<file path="src/stream_health_monitor_assert.svh">
`ifndef STREAM_HEALTH_MONITOR_ASSERT_SVH
`define STREAM_HEALTH_MONITOR_ASSERT_SVH

// same-cycle implication, sampled on clk_i, off while rst_ni is low
`define SHM_ASSERT_IMP(lbl, ante, cons, msg) \
  lbl: assert property (@(posedge clk_i) disable iff (!rst_ni) (ante) |-> (cons)) else $error(msg);

// next-cycle implication
`define SHM_ASSERT_NEXT(lbl, ante, cons, msg) \
  lbl: assert property (@(posedge clk_i) disable iff (!rst_ni) (ante) |=> (cons)) else $error(msg);

`endif

</file>
<file path="src/shm_pkg.sv">
`timescale 1ns / 1ps

package shm_pkg;

  localparam int unsigned MAX_ARRIVALS_DEF = 64;
  localparam int unsigned TIME_BITS_DEF    = 48;

  localparam logic [63:0] RATE_NUM      = 64'd1000000000;
  localparam logic [63:0] WINDOW_NUM    = 64'd10000000000;
  localparam logic [31:0] MIN_WINDOW_US = 32'd1000000;
  localparam logic [19:0] RATE_MAX      = 20'hFFFFF;

  localparam logic [19:0] EXP_RATE_RST  = 20'd10000;
  localparam logic [15:0] RATIO_RST     = 16'd128;
  localparam logic [31:0] TIMEOUT_RST   = 32'd1000000;
  localparam logic [23:0] MIN_PTS_RST   = 24'd0;

  localparam logic [1:0] REG_EXP_RATE = 2'd0;
  localparam logic [1:0] REG_RATIO    = 2'd1;
  localparam logic [1:0] REG_TIMEOUT  = 2'd2;
  localparam logic [1:0] REG_MIN_PTS  = 2'd3;

  localparam logic CMD_ARRIVAL = 1'b0;
  localparam logic CMD_QUERY   = 1'b1;

  localparam logic [2:0] ST_NO_DATA   = 3'd0;
  localparam logic [2:0] ST_STREAMING = 3'd1;
  localparam logic [2:0] ST_TIMEOUT   = 3'd2;
  localparam logic [2:0] ST_SPARSE    = 3'd3;
  localparam logic [2:0] ST_RATE_LOW  = 3'd4;

  localparam logic [1:0] LVL_STALE = 2'd0;
  localparam logic [1:0] LVL_OK    = 2'd1;
  localparam logic [1:0] LVL_WARN  = 2'd2;
  localparam logic [1:0] LVL_ERROR = 2'd3;

endpackage

</file>
<file path="src/shm_ring.sv">
`timescale 1ns / 1ps

module shm_ring import shm_pkg::*; #(
  parameter int unsigned DEPTH = 64,
  parameter int unsigned WIDTH = 48,
  parameter int unsigned AW    = 6
) (
  input  logic             clk_i,
  input  logic             we_i,
  input  logic [AW-1:0]    waddr_i,
  input  logic [WIDTH-1:0] wdata_i,
  input  logic [AW-1:0]    raddr_i,
  output logic [WIDTH-1:0] rdata_o
);

  logic [WIDTH-1:0] mem [DEPTH];
  logic [WIDTH-1:0] rdata_q;

  always_ff @(posedge clk_i) begin
    if (we_i) begin
      mem[waddr_i] <= wdata_i;
    end
    rdata_q <= mem[raddr_i];
  end

  assign rdata_o = rdata_q;

endmodule

</file>
<file path="config.mk">
export PLATFORM = sky130hd
export DESIGN_NAME = shm_ring
export DESIGN_NICKNAME = d
export VERILOG_FILES = /design/src/stream_health_monitor_assert.svh /design/src/shm_pkg.sv /design/src/shm_ring.sv
export SDC_FILE = /design/constraint.sdc
export NUM_CORES = 2
export LEC_CHECK = 0
export BUFFER_PORTS_ARGS = -buffer_cell sky130_fd_sc_hd__buf_2
export CORE_MARGIN = 2
export CORE_UTILIZATION = 40
export CTS_CLUSTER_DIAMETER = 120
export DETAILED_ROUTE_END_ITERATION = 10
export HOLD_SLACK_MARGIN = 0.06
export PLACE_DENSITY = 0.63
export SYNTH_ARGS = -nofsm -noshare
export SYNTH_HDL_FRONTEND = slang
export SYNTH_SLANG_ARGS = --single-unit
</file>
<file path="constraint.sdc">
create_clock -name clk_i -period 4.5 [get_ports clk_i]
set_clock_uncertainty 0.05 [all_clocks]
set_input_delay 0.225 -clock clk_i [delete_from_list [all_inputs] [get_ports clk_i]]
set_output_delay 0.225 -clock clk_i [all_outputs]
set_load 0.02 [all_outputs]
</file>
### Yosys cells after proc, flatten, opt, wreduce, memory -nomap -nowiden

Memories as Yosys holds them, arrays and structs flattened. A register that Yosys moved wholly into a read port is not among the register bits.
Index checks and enable logic that the tools add are counted.

| word-level totals | value |
|---|---|
| flip-flop bits (word level) | 0 |
| RAM bits | 3072 |
| input bits | 62 |
| output and inout port bits | 48 |
| word-level logic and storage cells | 3 |
| memories | 1 |

Memories:

| name | words | bits a word | read ports | clocked after memory_dff | write ports | RTL line | RTL |
|---|---|---|---|---|---|---|---|
| mem | 64 | 48 | 1 | 1 | 1 | shm_ring.sv:16 | `logic [WIDTH-1:0] mem [DEPTH];` |

| operators by class | value |
|---|---|
| mux-type cells | 2 |

Operators with widths:

| cell | count |
|---|---|
| 1-bit 2-to-1 mux | 2 |

### Depth between registers and ports, before layout

| depth | value |
|---|---|
| word-level depth | 2 |
| mapped depth | 9 |
| depth with buffers taken out | 5 |

### Least setup slack after synthesis

Ideal clock, no wire load.

| path | value |
|---|---|
| kind | input-to-reg |
| from | input waddr_i[3] |
| to | memory mem[48][0], enable pin |
| setup time | 513 ps |
| data arrival time | 3997 ps |
| slack | -60 ps |
| stages | 4 |
| buffers on the path | 1 |
| cell sequence | clkbuf_1 > nor2b_1 > nand4b_1 > nor3_1 |

RTL lines:

| element | RTL line | RTL |
|---|---|---|
| start: declaration | shm_ring.sv:10 | `input logic [AW-1:0] waddr_i,` |
| end: declaration | shm_ring.sv:16 |  |

No word-level cell before the write port.

### Final worst setup path

| path | value |
|---|---|
| from | input waddr_i[2] |
| to | memory mem[5][29], enable pin |

No word-level cell before the write port.

==> results.py <==
metrics = {
    "sta": {
        "period_share": 0.669,
        "slew_viol_final": 0,
        "relSlewSlack": 0.138,
        "hold_viol": 0,
        "setup_slack_ps": 1490,
        "grt_setup_unrepaired": "no",
        "finalSetupTns_ps": 0,
        "setup_viol": 0,
        "clock.fmax_mhz": 332,
        "worst_pin_slew_ps": 1290,
        "period_minus_slack_ps": 3010,
    },
    "die": {
        "initial_core_util": 0.402,
        "ios": 110,
        "num_rows": 198,
        "die_y_um": 545,
        "die_x_um": 545,
        "core-area_mm2": 0.291,
        "die_area_mm2": 0.297,
    },
    "worst_setup_path": {
        "required_ps": 4940,
        "path_cells": "dlygate4sd3_1 > buf_2 > nor2b_1 > nand3_1 > nor2_4 > buf_12",
        "path_class": "primary input to flop",
        "cp_data_arrival_time_ps": 3450,
        "cp-end-kind": "flop",
        "startpoint_type": "primary input",
        "cpMaxStageDelayCell": "nor2_4",
        "critPathMaxFanout": 25,
        "max_stage_delay_ps": 1000,
    },
    "power": {
        "ir_drop_mv": 0.311,
        "p_leak_nw": 41.3,
        "p_per_area_mw_per_mm2": 450,
    },
    "route": {
        "viasPerCell": 6.02,
        "via_count": 57300,
        "drc": 0,
        "ant_nets": 0,
        "drtIter0Drc": 8051,
        "postRouteWirelength_um": 318000,
        "first_pass_iters": 5,
        "wire_per_inst_um": 33.4,
    },
    "global_route": {
        "antenna_found_initial": 41,
        "grt_pass1_vias": 57000,
        "grt_max_degree": 96,
        "grt_pass1_wl_um": 444000,
        "grt-ovfl-total": 0,
        "grt_usage": 0.210,
    },
    "final_layout": {
        "layout.nets": 5427,
        "fin_area_mm2": 0.134,
        "final_layout_size_suffix_gt1_frac": 0.287,
        "area_delta_synth_final_pct": 14.5,
        "layout_common_cells": "3,072 x edfxtp_1, 754 x mux4_2, 321 x clkbuf_16, 174 x buf_4, 122 x o22ai_1",
        "final_common_cell": "edfxtp_1",
        "fin_cells": 9521,
    },
    "clock_network": {
        "clk_latency_ps": 860,
        "cts_root_buf": "clkbuf_16",
        "clkSinkCount": 3120,
        "cts_buffers": 314,
        "htreeDepth": 5,
        "clk_pin_slew_ps": 60,
        "clock_path_buffers": 4,
        "postCtsSetupBuffers": 0,
        "cts_tree": "done",
    },
    "placement": {
        "preCtsSetupSlack_ps": 1050,
        "placed_cell_area_mm2": 0.124,
        "hpwlAfterDp_um": 176000,
        "routabilityCongestion": 0.798,
        "place_inst": 8928,
        "portBuffers": 109,
    },
    "logic_synthesis": {
        "synthTopCellsByArea": "edfxtp_1 79%, mux4_2 14%, dfxtp_1 0.82%",
        "synthArstFlopShare": 0,
        "syn_area_mm2": 0.117,
        "yosys.area.top_type_share": 0.788,
        "synth.distinct_cells": 36,
        "synth_seq_area_share": 0.796,
        "yosys_register_bits": 3120,
        "ys.flop_type": "edfxtp_1",
        "yosysWarnings": 0,
        "synth_edf_count": 3072,
        "synth_cells": 4970,
        "syn_nets": 5032,
        "synth_top_area_cell": "edfxtp_1",
        "avgSynthCellArea_um2": 23.6,
    },
    "min_path": {
        "hold_class": "primary input to flop",
    },
    "run": {
        "drv_cap": 0,
    },
    "status": {
        "status": "finished, final reports clean",
    },
}
where the power goes:
group / internal, mW / leakage (nW) / switching, mW
Combinational: 1.05 / 8.53 / 1.84
Clock: 14.3 / 4.75 / 10.8
Sequential: 32.2 / 28.0 / 0.139
timing repair:
item | in CTS | in global routing
hold endpoints to repair | 695 | 0
hold buffers | 21 | 0
gates resized for setup | 0 | 0
cell type report:
cell class	count	area (µm²)
well taps	3900	4880
diodes	14	35.0
flip-flops and latches	3120	93200
clock inverters	147	1250
clock buffers	411	8490
repair buffers	361	3240
fillers	23800	157000
multi-input cells	1568	22900
stage by stage:
stage          hold slack [ps]  utilization  total power, mW
6_report                  71.5        0.461             60.3
3_5_place_dp               592        0.426             35.8
5_1_grt                    120        0.460             61.9
4_1_cts                   60.2        0.460             60.6
2_1_floorplan              274            -             34.5
3_3_place_gp               594        0.426             35.8
cell usage after synthesis, types with 28 or more instances:
| library cell | n |
|---|---|
| edfxtp_1 | 3072 |
| mux4_2 | 754 |
| nor2_1 | 132 |
| o22ai_1 | 122 |
| buf_2 | 98 |
| clkbuf_1 | 98 |
| a221oi_1 | 83 |
| a21oi_1 | 74 |
| a22oi_1 | 72 |
| mux2i_1 | 63 |
| buf_4 | 62 |
| a22o_1 | 57 |
| nand2_1 | 55 |
| dfxtp_1 | 48 |
| a211oi_1 | 32 |
| o221ai_1 | 28 |
critical path, delay by kind of cell:
kind | cells | cell delay [ps]
buf+inv | 3 | 1300
simple gates | 3 | 1840
cell families (layout without fill, tap and decap cells):
group,after synthesis,after routing,synth area share
buffers and inverters,282,919,0.0128
and+or+nand+nor,253,253,0.00957
DFF,3120,3120,0.796
other,0,14,0
muxes,829,829,0.152
AOI/OAI and AO/OA,486,486,0.0302
state kept, by name (all words and copies together) (netlist names):
name and count:
mem 3072, rdata_o 48
path summary, 6_finish.rpt:
check                                   end  slack (ps)   startpoint  cells past startpoint
worst min-delay path            mem[51][20]          70  wdata_i[20]                      1
worst max-delay path             mem[5][29]        1490   waddr_i[2]                      6
worst min register to register   rdata_o[4]         750   mem[59][4]                      4
worst max register to register   rdata_o[3]        2210   mem[10][3]                      4
layer usage:
layer | share of wire | wire length (µm) | track usage
met1 | 0.38 | 122000 | 0.290
met3 | 0.098 | 31200 | 0.0391
met4 | 0.036 | 11500 | 0.0694
met2 | 0.48 | 153000 | 0.338
met5 | 0.00032 | 101 | 0
Power figures use the tool's default switching activity.
