**src/stream_health_monitor_assert.svh**
```systemverilog
`ifndef STREAM_HEALTH_MONITOR_ASSERT_SVH
`define STREAM_HEALTH_MONITOR_ASSERT_SVH

// same-cycle implication, sampled on clk_i, off while rst_ni is low
`define SHM_ASSERT_IMP(lbl, ante, cons, msg) \
  lbl: assert property (@(posedge clk_i) disable iff (!rst_ni) (ante) |-> (cons)) else $error(msg);

// next-cycle implication
`define SHM_ASSERT_NEXT(lbl, ante, cons, msg) \
  lbl: assert property (@(posedge clk_i) disable iff (!rst_ni) (ante) |=> (cons)) else $error(msg);

`endif

```
**src/shm_pkg.sv**
```systemverilog
`timescale 1ns / 1ps

package shm_pkg;

  localparam int unsigned MAX_ARRIVALS_DEF = 64;
  localparam int unsigned TIME_BITS_DEF    = 48;

  localparam logic [63:0] RATE_NUM      = 64'd1000000000;
  localparam logic [63:0] WINDOW_NUM    = 64'd10000000000;
  localparam logic [31:0] MIN_WINDOW_US = 32'd1000000;
  localparam logic [19:0] RATE_MAX      = 20'hFFFFF;

  localparam logic [19:0] EXP_RATE_RST  = 20'd10000;
  localparam logic [15:0] RATIO_RST     = 16'd128;
  localparam logic [31:0] TIMEOUT_RST   = 32'd1000000;
  localparam logic [23:0] MIN_PTS_RST   = 24'd0;

  localparam logic [1:0] REG_EXP_RATE = 2'd0;
  localparam logic [1:0] REG_RATIO    = 2'd1;
  localparam logic [1:0] REG_TIMEOUT  = 2'd2;
  localparam logic [1:0] REG_MIN_PTS  = 2'd3;

  localparam logic CMD_ARRIVAL = 1'b0;
  localparam logic CMD_QUERY   = 1'b1;

  localparam logic [2:0] ST_NO_DATA   = 3'd0;
  localparam logic [2:0] ST_STREAMING = 3'd1;
  localparam logic [2:0] ST_TIMEOUT   = 3'd2;
  localparam logic [2:0] ST_SPARSE    = 3'd3;
  localparam logic [2:0] ST_RATE_LOW  = 3'd4;

  localparam logic [1:0] LVL_STALE = 2'd0;
  localparam logic [1:0] LVL_OK    = 2'd1;
  localparam logic [1:0] LVL_WARN  = 2'd2;
  localparam logic [1:0] LVL_ERROR = 2'd3;

endpackage

```
**src/shm_div.sv**
```systemverilog
`timescale 1ns / 1ps

module shm_div import shm_pkg::*; #(
  parameter int unsigned DVD_W = 36,
  parameter int unsigned DVS_W = 48
) (
  input  logic             clk_i,
  input  logic             rst_ni,
  input  logic             start_i,
  input  logic [DVD_W-1:0] dividend_i,
  input  logic [DVS_W-1:0] divisor_i,
  output logic             busy_o,
  output logic             done_o,
  output logic [DVD_W-1:0] quotient_o
);

  localparam int unsigned CNT_W = $clog2(DVD_W + 1);

  logic [DVS_W-1:0] rem_q, rem_d, dvs_q;
  logic [DVD_W-1:0] quo_q, quo_d;
  logic [CNT_W-1:0] cnt_q;
  logic             busy_q, done_q;
  logic [DVS_W:0]   trial, diff;
  logic             ge;

  // one quotient bit per cycle
  always_comb begin
    trial = {rem_q, quo_q[DVD_W-1]};
    ge    = trial >= {1'b0, dvs_q};
    diff  = trial - {1'b0, dvs_q};
    rem_d = ge ? diff[DVS_W-1:0] : trial[DVS_W-1:0];
    quo_d = {quo_q[DVD_W-2:0], ge};
  end

  always_ff @(posedge clk_i or negedge rst_ni) begin
    if (!rst_ni) begin
      busy_q <= 1'b0;
      done_q <= 1'b0;
      cnt_q  <= '0;
    end else if (start_i) begin
      busy_q <= 1'b1;
      done_q <= 1'b0;
      cnt_q  <= CNT_W'(DVD_W);
    end else if (busy_q) begin
      cnt_q <= cnt_q - CNT_W'(1);
      if (cnt_q == CNT_W'(1)) begin
        busy_q <= 1'b0;
        done_q <= 1'b1;
      end
    end else begin
      done_q <= 1'b0;
    end
  end

  always_ff @(posedge clk_i) begin
    if (start_i) begin
      rem_q <= '0;
      quo_q <= dividend_i;
      dvs_q <= divisor_i;
    end else if (busy_q) begin
      rem_q <= rem_d;
      quo_q <= quo_d;
    end
  end

  assign busy_o     = busy_q;
  assign done_o     = done_q;
  assign quotient_o = quo_q;

endmodule

```
**config.mk**
```make
export PLATFORM = sky130hd
export DESIGN_NAME = shm_div
export DESIGN_NICKNAME = d
export VERILOG_FILES = /design/src/stream_health_monitor_assert.svh /design/src/shm_pkg.sv /design/src/shm_div.sv
export SDC_FILE = /design/constraint.sdc
export NUM_CORES = 1
export LEC_CHECK = 0
export ABC_AREA = 1
export BUFFER_PORTS_ARGS = -buffer_cell sky130_fd_sc_hd__clkbuf_2
export CAP_MARGIN = 20
export CORE_UTILIZATION = 30
export CTS_BUF_LIST = sky130_fd_sc_hd__clkbuf_4 sky130_fd_sc_hd__clkbuf_8
export CTS_CLUSTER_SIZE = 24
export DETAILED_ROUTE_END_ITERATION = 16
export PLACE_DENSITY = 0.47
export REMOVE_ABC_BUFFERS = 1
export SLEW_MARGIN = 20
export SYNTH_ARGS = -nofsm -noshare
export SYNTH_HDL_FRONTEND = slang
export SYNTH_SLANG_ARGS = --single-unit
```
**constraint.sdc**
```tcl
create_clock -name clk_i -period 4.9 [get_ports clk_i]
set_clock_uncertainty 0.2 [all_clocks]
set_input_delay 0.245 -clock clk_i [delete_from_list [all_inputs] [get_ports clk_i]]
set_output_delay 0.245 -clock clk_i [all_outputs]
set_load 0.02 [all_outputs]
```
======== Yosys cells after proc, flatten, opt, wreduce, memory -nomap -nowiden ========
Cells that the tools add are included.
storage, ports and cells
  output and inout bits ................... 38
  memories ................................ 0
  bits in read-only memories .............. 0
  bits of input ports ..................... 87
  bits in latches ......................... 0
  memory bits (writable) .................. 0
  register bits after elaboration ......... 140
  logic and storage cells ................. 23
cells by class
  bitwise logic cells ..................... 0
  multiply operators ...................... 0
  equality and inequality tests ........... 2
  shift operators ......................... 0
  reduce and logical (&&, ||, !) cells .... 1
  add/subtract/negate cells ............... 2
  muxes and demuxes ....................... 11
  divide/modulo/power cells ............... 0
  magnitude comparators ................... 1
operator list
  cell                   number
  $mux W36               2
  $ge A49 B48 Y1         1
  $mux W48               1
  $sub A48 B48 Y48       1
  $mux W6                2
  $eq A6 B1 Y1 const B   1
  $mux W1                6
  $sub A6 B1 Y6 const B  1
  $ne A3 B2 Y1 const B   1
  $reduce_bool A2 Y1     1

======== Depth between registers and ports, before layout ========
Gate-level depths: netlist of run 1.
  depth after elaboration ................. 4
  depth in mapped cells ................... 17
  gate-level depth less buffers ........... 17

======== Worst setup path after synthesis of run 1 ========
Ideal clock, no wire load.
  kind .................................... register to register
  start point ............................. register busy_q (netlist: busy_o)
  end point ............................... register quo_q[0] (netlist: quotient_o[0]) (enable)
  path slack .............................. 2.468 ns
  required time ........................... 4.287 ns
  library setup time ...................... 0.413 ns
  data arrival time ....................... 1.819 ns
  stages on the path, launching flop included .. 4
  path buffers ............................ 1
  path through ............................ dfrtp_1 -> nor2_1 -> inv_1 -> clkbuf_1
on the way
  word-level cells in the longest chain between the ends .. 1
RTL lines
  what                                 line           source
  start, declared                      shm_div.sv:22  logic busy_q, done_q;
  start signal, assigned               shm_div.sv:37  busy_q <= 1'b0;
  start signal, assigned               shm_div.sv:41  busy_q <= 1'b1;
  start signal, assigned               shm_div.sv:47  busy_q <= 1'b0;
  $reduce_bool A2 Y1 (no source line)  n/a
  end signal, assigned                 shm_div.sv:58  quo_q <= dividend_i;
  end signal, assigned                 shm_div.sv:62  quo_q <= quo_d;
  end, declared                        shm_div.sv:20  logic [DVD_W-1:0] quo_q, quo_d;
Every way passes these cells.
A chain may end at the register's enable or synchronous reset.

======== Worst setup path in the final report of run 1 ========
  start point ............................. register dvs_q[44]
  end point ............................... register rem_q[3]
on the way
  word-level cells in the longest chain between the ends .. 2
RTL lines
  what                    line           source
  start, declared         shm_div.sv:19  logic [DVS_W-1:0] rem_q, rem_d, dvs_q;
  start signal, assigned  shm_div.sv:59  dvs_q <= divisor_i;
  $ge A49 B48 Y1          shm_div.sv:29  ge = trial >= {1'b0, dvs_q};
  $mux W48                shm_div.sv:31  rem_d = ge ? diff[DVS_W-1:0] : trial[DVS_W-1:0];
  end signal, assigned    shm_div.sv:61  rem_q <= rem_d;
  end, declared           shm_div.sv:19
Every way passes these cells.

==> metrics.log, run 1 <==
[metrics] core footprint: between 0.03 and 0.04 mm^2
[metrics] Gate power share: 0.511
[metrics] die area: 0.0340 mm^2
[metrics] post-cts gate resize count: 0
[metrics] global routing usage summed across all routing layers: 0.189
[metrics] main combinational cell family by area after synthesis: simple AND/OR/NAND/NOR gates
[metrics] post-synthesis cell area: approximately 0.010 mm^2
[metrics] end of the worst register-to-register path: rem_q[3]
[metrics] switching portion of total power: 0.458
[metrics] critical path arrival: 3230 ps
[metrics] average vias per placed instance: about 4.4
[metrics] top cell type's share of synthesized area: 0.253
[metrics] TritonCTS clock tree: yes
[metrics] sequential-to-total area share from yosys stat: 0.370
[metrics] part of the power in the clock network: 0.182
[metrics] Initial Utilization: 0.306
[metrics] post-route non-filler standard cell count: ~2,200
[metrics] crit path max-delay cell type: sky130_fd_sc_hd__buf_4
[metrics] number of global-route vias before repair: between 9,000 and 10,000
[metrics] largest net degree at the start of global routing: between 60 and 70
[metrics] dominant synthesized flop cell: sky130_fd_sc_hd__edfxtp_1
[metrics] required time at the worst-slack endpoint: approximately 5100 ps
[metrics] Final Max Slew Viols: 0
[metrics] wire per inst: about 14 um
[metrics] last element of the critical path: rem_q[3]
[metrics] final sum of negative setup slack: 0 ps
[metrics] power per cell area: approximately 420 mW/mm^2
[metrics] Die H: 184 um
[metrics] number of max-cap violations: 0
[metrics] largest fanout on the critical path: 40
[metrics] cell area reported after detailed placement: 0.0110 mm^2
[metrics] DRC errors left: 0
[metrics] initial detailed-routing violation count: a little under 600
[metrics] wire length of the first global-routing pass: approximately 50,000 um
[metrics] top cells by count, synth: 633 x sky130_fd_sc_hd__nand2_1, 295 x sky130_fd_sc_hd__inv_1, 115 x sky130_fd_sc_hd__nand3_1
[metrics] number of synthesized flops with an enable pin: between 80 and 90
[metrics] first element of the critical path: dvs_q[44]
[metrics] Final Hold Fails: 0
[metrics] Yosys warnings: 0
[metrics] final net count: 1,866
[metrics] total number of cells along the worst setup path: 13
[metrics] DRT Wirelength: between 30,000 and 40,000 um
[metrics] Compound-Gate Fraction of Synth Area: 0.0373
[metrics] Area Growth Syn to Fin: 23.2%
[metrics] layout cells sized above 1: 0.109
[metrics] Period Utilization, post-route: 0.627
[metrics] width of the chip: 184 um
[metrics] Yosys top cell by area: sky130_fd_sc_hd__edfxtp_1
[metrics] total number of vias: between 9,000 and 10,000
[metrics] buffer depth of the longest clock path: 2
[metrics] capturing element type of the critical path: flip-flop
[metrics] drt first pass iters: 5
[metrics] most common cell in the netlist: sky130_fd_sc_hd__nand2_1
[metrics] achievable frequency: roughly 330 MHz
[metrics] share of cell area taken by muxes after synthesis: 0
[metrics] number of clock sinks: 140
[metrics] critical path, cell by cell: inv_1, ha_1, a21oi_1, nand2_1, inv_1, nor2_1, nor2_1, nand3_2, nor2_4, buf_4, nand3_1, nand3_1, o21ai_0
[metrics] net switching power: between 2000 and 2500 uW
[metrics] Remaining Overflow, GRT: 0
[metrics] type of the worst setup path: reg2reg
[metrics] worst-case register-to-register setup slack: 1830 ps
[metrics] clock-pin slew on the worst setup and hold paths: about 100 ps
[metrics] arithmetic-cell share of the synthesized area counting full adders, half adders and majority gates: 0.0648
[metrics] maximum resistive drop on vdd: about 0.19 mV
[metrics] path class of the lowest-slack min-delay path: in2reg
[metrics] Synth Area in Simple Gates: 0.374
[metrics] area of all placed cells without fillers: roughly 0.012 mm^2
[metrics] number of flip-flops and latches in the synthesized netlist: 140
[metrics] Inserted Clock Buffers: 17
[metrics] Period minus WS final: 3070 ps
[metrics] deepest level of the CTS H-tree: 4
[metrics] startpoint kind of the worst setup timing path: flip-flop
[metrics] post-synthesis xor/xnor area fraction: 0.0202
[metrics] max incr delay on CP: 500 ps
[metrics] actual transition at the worst max-transition pin: just under 800 ps
[metrics] count of distinct cell types in the synthesized netlist: 34
[metrics] Post-synth ARST share: 0.0571
[metrics] Int Pwr: between 2000 and 3000 uW
[metrics] number of placed cells counting well taps: 2,064
[metrics] length in cells of the worst reg-to-reg path: 13
[metrics] outcome: finished clean
[metrics] # fillers: 3,599
[metrics] clock root cell: sky130_fd_sc_hd__clkbuf_8
[metrics] number of cell rows: 66
[metrics] worst relative slew slack: 0.470
[metrics] cell family contributing the most delay on the critical path: simple AND/OR/NAND/NOR gates
[metrics] last weighted congestion value of the routability-driven placer: approximately 0.92
[metrics] synthesized instance count: ~1,500
[metrics] Seq pwr share: 0.308
[metrics] # port buffers: around 120
[metrics] number of nets with antenna violations after detailed routing: 0
[metrics] Post-Synthesis Mean Instance Area: 6.55 um^2
[metrics] Finish-stage setup viols: 0
[metrics] antenna violations before repair: 1
[metrics] HPWL reported at the end of detailed placement: roughly 23,000 um
[metrics] total buffers and inverters traversed by the critical path: 3
[metrics] RSZ-0062 raised after global routing: no
[metrics] post-layout utilization of the core: 0.376
[metrics] most area-consuming cells after synthesis: sky130_fd_sc_hd__edfxtp_1 25%, sky130_fd_sc_hd__nand2_1 24%, sky130_fd_sc_hd__inv_1 11%
[metrics] leakage power figure: around 0.0066 uW
[metrics] clock insertion delay at the later pin of the skew report: around 490 ps
[metrics] startpoint of the most critical register-to-register path: dvs_q[44]
[metrics] top-level I/O count: approximately 130
[routing by layer]
layer	vias to the layer above	GRT usage	share of wire
li1	5057	-	-
met2	202	0.308	0.45
met4	0	0.0540	0.016
met3	26	0.0411	0.049
met1	4251	0.249	0.49
met5	-	0	0
[worst reg2reg max path: cells and delay by family (launching register included)]
| family | cells | cell delay [ps] |
|---|---|---|
| and+or+nand+nor | 7 | 1080 |
| adders and majority gates | 1 | 290 |
| AOI/OAI and AO/OA | 2 | 350 |
| buffers and inverters | 3 | 650 |
| DFF | 1 | 370 |
[placed cells by master (no fill, tap or decap), types with 9 or more instances in the layout]
cell,netlist,routed
sky130_fd_sc_hd__nand4_1,11,11
sky130_fd_sc_hd__dlygate4sd3_1,0,87
sky130_fd_sc_hd__clkbuf_8,0,17
sky130_fd_sc_hd__nand2_1,633,633
sky130_fd_sc_hd__a21oi_1,31,31
sky130_fd_sc_hd__nand3_1,115,115
sky130_fd_sc_hd__inv_2,10,11
sky130_fd_sc_hd__edfxtp_1,84,84
sky130_fd_sc_hd__clkbuf_2,0,123
sky130_fd_sc_hd__dfxtp_1,48,48
sky130_fd_sc_hd__buf_4,0,10
sky130_fd_sc_hd__o21ai_0,27,27
sky130_fd_sc_hd__nor2_1,91,89
sky130_fd_sc_hd__nand3b_1,25,25
sky130_fd_sc_hd__nor3_1,9,9
sky130_fd_sc_hd__ha_1,50,50
sky130_fd_sc_hd__xnor2_1,22,22
sky130_fd_sc_hd__inv_1,295,294
[kinds of logic after synthesis]
group,after synthesis
AOI/OAI and AO/OA,69
xor gates and xnor gates,23
adders and majority gates,51
buffers and inverters,339
DFF,140
and+or+nand+nor,900
[worst min path at each step]
| stage | startpoint | endpoint | cells past startpoint |
|---|---|---|---|
| 2_1_floorplan | rst_ni | busy_o | 0 |
| 3_3_place_gp | rst_ni | cnt_q[5] | 1 |
| 3_5_place_dp | rst_ni | cnt_q[5] | 1 |
| 4_1_cts | divisor_i[43] | dvs_q[43] | 2 |
| 5_1_grt | divisor_i[42] | dvs_q[42] | 2 |
| 6_report | divisor_i[43] | dvs_q[43] | 2 |
[power groups by stage]
stage / logic, uW / registers, uW / clock network, uW
after floorplan: 1850 / 1620 / 0
after global placement: 2600 / 1620 / 0
after detailed placement: 2600 / 1620 / 0
after CTS: 2670 / 1590 / 985
after global routing: 3040 / 1620 / 1030
final: 2650 / 1590 / 942
[repair_timing]
action / CTS / global route
setup buffers: 0 / 0
hold buffers: 87 / 0
hold endpoints to repair: 112 / 0
[final cells by class]
class                      count  area [um^2]  area share
tap                          442          553      0.0451
timing repair buffer         220         1560       0.127
clock inverter                14          133      0.0108
antenna                        1         2.50    0.000204
clock buffer                  17          234      0.0191
sequential                   140         3680       0.300
multi-input combinational   1043         4960       0.404
inverter                     306         1150      0.0936
[state kept, by name (all words and copies together) (netlist names)]
| register | cells |
|---|---|
| dvs_q | 48 |
| rem_q | 48 |
| busy_o | 1 |
| cnt_q | 6 |
| done_o | 1 |
| quotient_o | 36 |
[per-stage QoR]
stage / hold WS [ps] / setup slack [ps] / power, uW
global placement: -93.6 / 1880 / 4220
CTS: 210 / 1780 / 5250
finish: 259 / 1830 / 5180
floorplan: -251 / 1790 / 3470
detailed placement: -91.0 / 1840 / 4210
global route: 229 / 1570 / 5690
No activity file was read; power rests on OpenSTA's default activity.
==> inputs of run 2 (changes only) <==
Settings changed: ABC_AREA 1 to 0.
Clock period 4.9 ns to 3 ns, I/O delays scaled along.
==> metrics.log, run 2 <==
[metrics] outcome: finished, violations left
[metrics] violations in the final reports: negative setup slack
[metrics] startpoint kind of the worst setup timing path: flip-flop
[metrics] critical path, cell by cell: inv_1, ha_2, inv_1, a21o_1, a221o_2, a31oi_4, o31ai_4, buf_6, a21oi_4, o21ai_4, buf_6, clkinv_8, clkbuf_16, nand2_1, a311oi_1
[metrics] layout cells sized above 1: 0.383
[metrics] total number of vias: 7,759
[metrics] Finish-stage setup viols: between 40 and 50
[metrics] length in cells of the worst reg-to-reg path: 15
[metrics] post-synthesis xor/xnor area fraction: 0.0427
[metrics] count of distinct cell types in the synthesized netlist: 65
[metrics] synthesized instance count: around 900
[metrics] final sum of negative setup slack: -2430 ps
[metrics] path class of the lowest-slack min-delay path: in2reg
[metrics] global routing usage summed across all routing layers: 0.174
[metrics] largest net degree at the start of global routing: 64
[metrics] antenna fix cells: 0
[metrics] maximum resistive drop on vdd: between 0.2 and 0.3 mV
[metrics] Initial Utilization: 0.309
[metrics] switching portion of total power: 0.386
[metrics] final net count: between 1,000 and 1,500
[metrics] Remaining Overflow, GRT: 0
[metrics] number of max-cap violations: 0
[metrics] sequential-to-total area share from yosys stat: 0.438
[metrics] total number of cells along the worst setup path: 15
[metrics] number of global-route vias before repair: 7,902
[metrics] Period minus WS final: 3120 ps
[metrics] largest fanout on the critical path: 7
[metrics] most common cell in the netlist: sky130_fd_sc_hd__nand2_1
[metrics] RSZ-0062 raised after global routing: yes
[metrics] Synth Area in Simple Gates: 0.155
[metrics] Die H: between 150 and 200 um
[metrics] width of the chip: roughly 170 um
[metrics] DRT Wirelength: 25,100 um
[metrics] Hold Path Depth: 2
[metrics] clock-pin slew on the worst setup and hold paths: about 90 ps
[metrics] Post-synth ARST share: 0.0571
[metrics] Final Max Slew Viols: 0
[metrics] most common cell after layout, fill and taps aside: sky130_fd_sc_hd__buf_4
[metrics] Int Pwr: roughly 6200 uW
[metrics] number of nets with antenna violations after detailed routing: 0
[metrics] main combinational cell family by area after synthesis: compound AO/OA/AOI/OAI gates
[metrics] required time at the worst-slack endpoint: 3170 ps
[metrics] number of synthesized flops with an enable pin: 84
[metrics] area of all sequential standard cells: roughly 0.0037 mm^2
[metrics] number of cell rows: 60
[metrics] wire length of the first global-routing pass: 39,400 um
[metrics] part of the power in the clock network: 0.153
[metrics] number of flip-flops and latches in the synthesized netlist: 140
[metrics] leakage power figure: ~0.0055 uW
[metrics] initial detailed-routing violation count: approximately 300
[metrics] top cells by count, synth: 112 x sky130_fd_sc_hd__nand2_1, 85 x sky130_fd_sc_hd__nor2_1, 84 x sky130_fd_sc_hd__edfxtp_1
[metrics] type of the worst setup path: reg2reg
[metrics] startpoint of the most critical register-to-register path: quotient_o[35]
[metrics] # port buffers: about 120
[metrics] capturing element type of the critical path: flip-flop
[metrics] Multi-input gate area: 0.00496 mm^2
[metrics] net switching power: ~4000 uW
[metrics] Post-Synthesis Mean Instance Area: around 9.4 um^2
[metrics] Seq pwr share: 0.265
[metrics] Yosys warnings: 0
[metrics] core footprint: around 0.027 mm^2
[metrics] average vias per placed instance: roughly 4.7
[metrics] first element of the critical path: quotient_o[35]
[metrics] Period Utilization, post-route: 1.04
[metrics] most area-consuming cells after synthesis: sky130_fd_sc_hd__edfxtp_1 30%, sky130_fd_sc_hd__dfxtp_1 11%, sky130_fd_sc_hd__ha_1 7.4%
[metrics] startpoint of the most critical hold path: divisor_i[6]
[metrics] number of placed cells counting well taps: roughly 1,500
[metrics] clock insertion delay at the later pin of the skew report: 470 ps
[metrics] wire per inst: 15.3 um
[metrics] Compound-Gate Fraction of Synth Area: 0.180
[metrics] critical path arrival: 3290 ps
[metrics] TritonCTS clock tree: yes
[metrics] HPWL reported at the end of detailed placement: approximately 17,000 um
[metrics] arithmetic-cell share of the synthesized area counting full adders, half adders and majority gates: 0.0767
[metrics] Inserted Clock Buffers: 17
[metrics] DRC errors left: 0
[metrics] top-level I/O count: ~130
[metrics] clock root cell: sky130_fd_sc_hd__clkbuf_8
[metrics] share of cell area taken by muxes after synthesis: 0.0553
[metrics] antenna violations before repair: 0
[metrics] post-route non-filler standard cell count: roughly 1,600
[metrics] actual transition at the worst max-transition pin: around 650 ps
[metrics] drt first pass iters: 5
[metrics] cell family contributing the most delay on the critical path: compound AO/OA/AOI/OAI gates
[metrics] Final Hold Fails: 0
[metrics] # fillers: approximately 2,600
[metrics] die area: roughly 0.029 mm^2
[metrics] worst relative slew slack: 0.567
[metrics] achievable frequency: about 320 MHz
[metrics] buffer depth of the longest clock path: 2
[metrics] Final Total Pwr: just over 10,000 uW
[metrics] max incr delay on CP: 410 ps
[metrics] most frequent cells in the layout: 150 x sky130_fd_sc_hd__buf_4, 123 x sky130_fd_sc_hd__clkbuf_2, 95 x sky130_fd_sc_hd__nand2_1
[metrics] pre-CTS worst setup slack: -387 ps
[metrics] last weighted congestion value of the routability-driven placer: between 0.8 and 0.9
[metrics] power per cell area: approximately 790 mW/mm^2
[metrics] Area Growth Syn to Fin: 52.3%
[metrics] post-synthesis cell area: around 0.0084 mm^2
[metrics] deepest level of the CTS H-tree: 4
[metrics] crit path max-delay cell type: sky130_fd_sc_hd__a221o_2
[metrics] total buffers and inverters traversed by the critical path: 6
[metrics] Gate power share: 0.582
[metrics] top cell type's share of synthesized area: 0.300
[metrics] Final Worst Setup Slack: -121 ps
[metrics] Yosys top cell by area: sky130_fd_sc_hd__edfxtp_1
[metrics] number of clock sinks: 140
[metrics] dominant synthesized flop cell: sky130_fd_sc_hd__edfxtp_1
## run 2: cell count changes after synthesis, sizes merged, moves of 23 or more
cell / delta
a21o: +25
a311oi: +35
inv: -237
mux2: +36
nand2: -523
nand3: -99
nand3b: -23
## run 2: worst paths after layout
path | slack, ps | to
worst max-delay path | -120 | rem_q[22]
worst min register to register | 310 | done_o
min in group asynchronous | 460 | cnt_q[5]
worst max register to register | -120 | rem_q[22]
max in group asynchronous | 1830 | busy_o
worst min-delay path | 190 | dvs_q[6]
## run 2: routing by layer
metal  part of all wire  vias to the layer above  wire [um]  track usage
li1                   -                     3942          -            -
met1               0.47                     3654      11800        0.219
met2               0.48                      137      12100        0.300
met3              0.033                       26        838       0.0364
met4              0.017                        0        428       0.0509
met5                  0                        -          0            0
## run 2: cells by family (layout without fill, tap and decap cells)
kind of cell             Yosys count  in the layout
multiplexers                      42             42
buffers and inverters            114            485
AO/OA/AOI/OAI                    216            216
flip-flops                       140            140
adder cells (fa/ha/maj)           51             51
XOR/XNOR                          41             41
AND/OR/NAND/NOR                  290            290
## run 2: per-stage QoR
stage	util	hold WS [ps]	area [um^2]
after floorplan	-	-346	8230
after global placement	0.382	-188	10400
after detailed placement	0.382	-187	10400
after CTS	0.442	151	12100
after global routing	0.470	152	12800
final	0.470	192	12800
## run 2: power by group through the flow
stage | Combinational, uW | Clock (uW) | Sequential (uW)
global placement | 4460 | 0 | 2690
floorplan | 2500 | 0 | 2730
global route | 6440 | 1710 | 2740
CTS | 4890 | 1640 | 2670
detailed placement | 4450 | 0 | 2690
finish | 5920 | 1560 | 2700
## run 2: what timing repair did
item	in CTS	in global routing
gates resized for setup	71	94
endpoints found under the hold margin	110	0
setup buffers	11	20
pin swaps	43	45
setup endpoints to repair	49	49
hold buffers	87	0
cloned	0	7
## run 2: layout make-up
class	instances	area share
clock buffer	21	0.0206
clock inverter	10	0.00947
inverter	68	0.0209
multi-input combinational	640	0.387
sequential	140	0.287
tap	372	0.0363
timing repair buffer	386	0.238
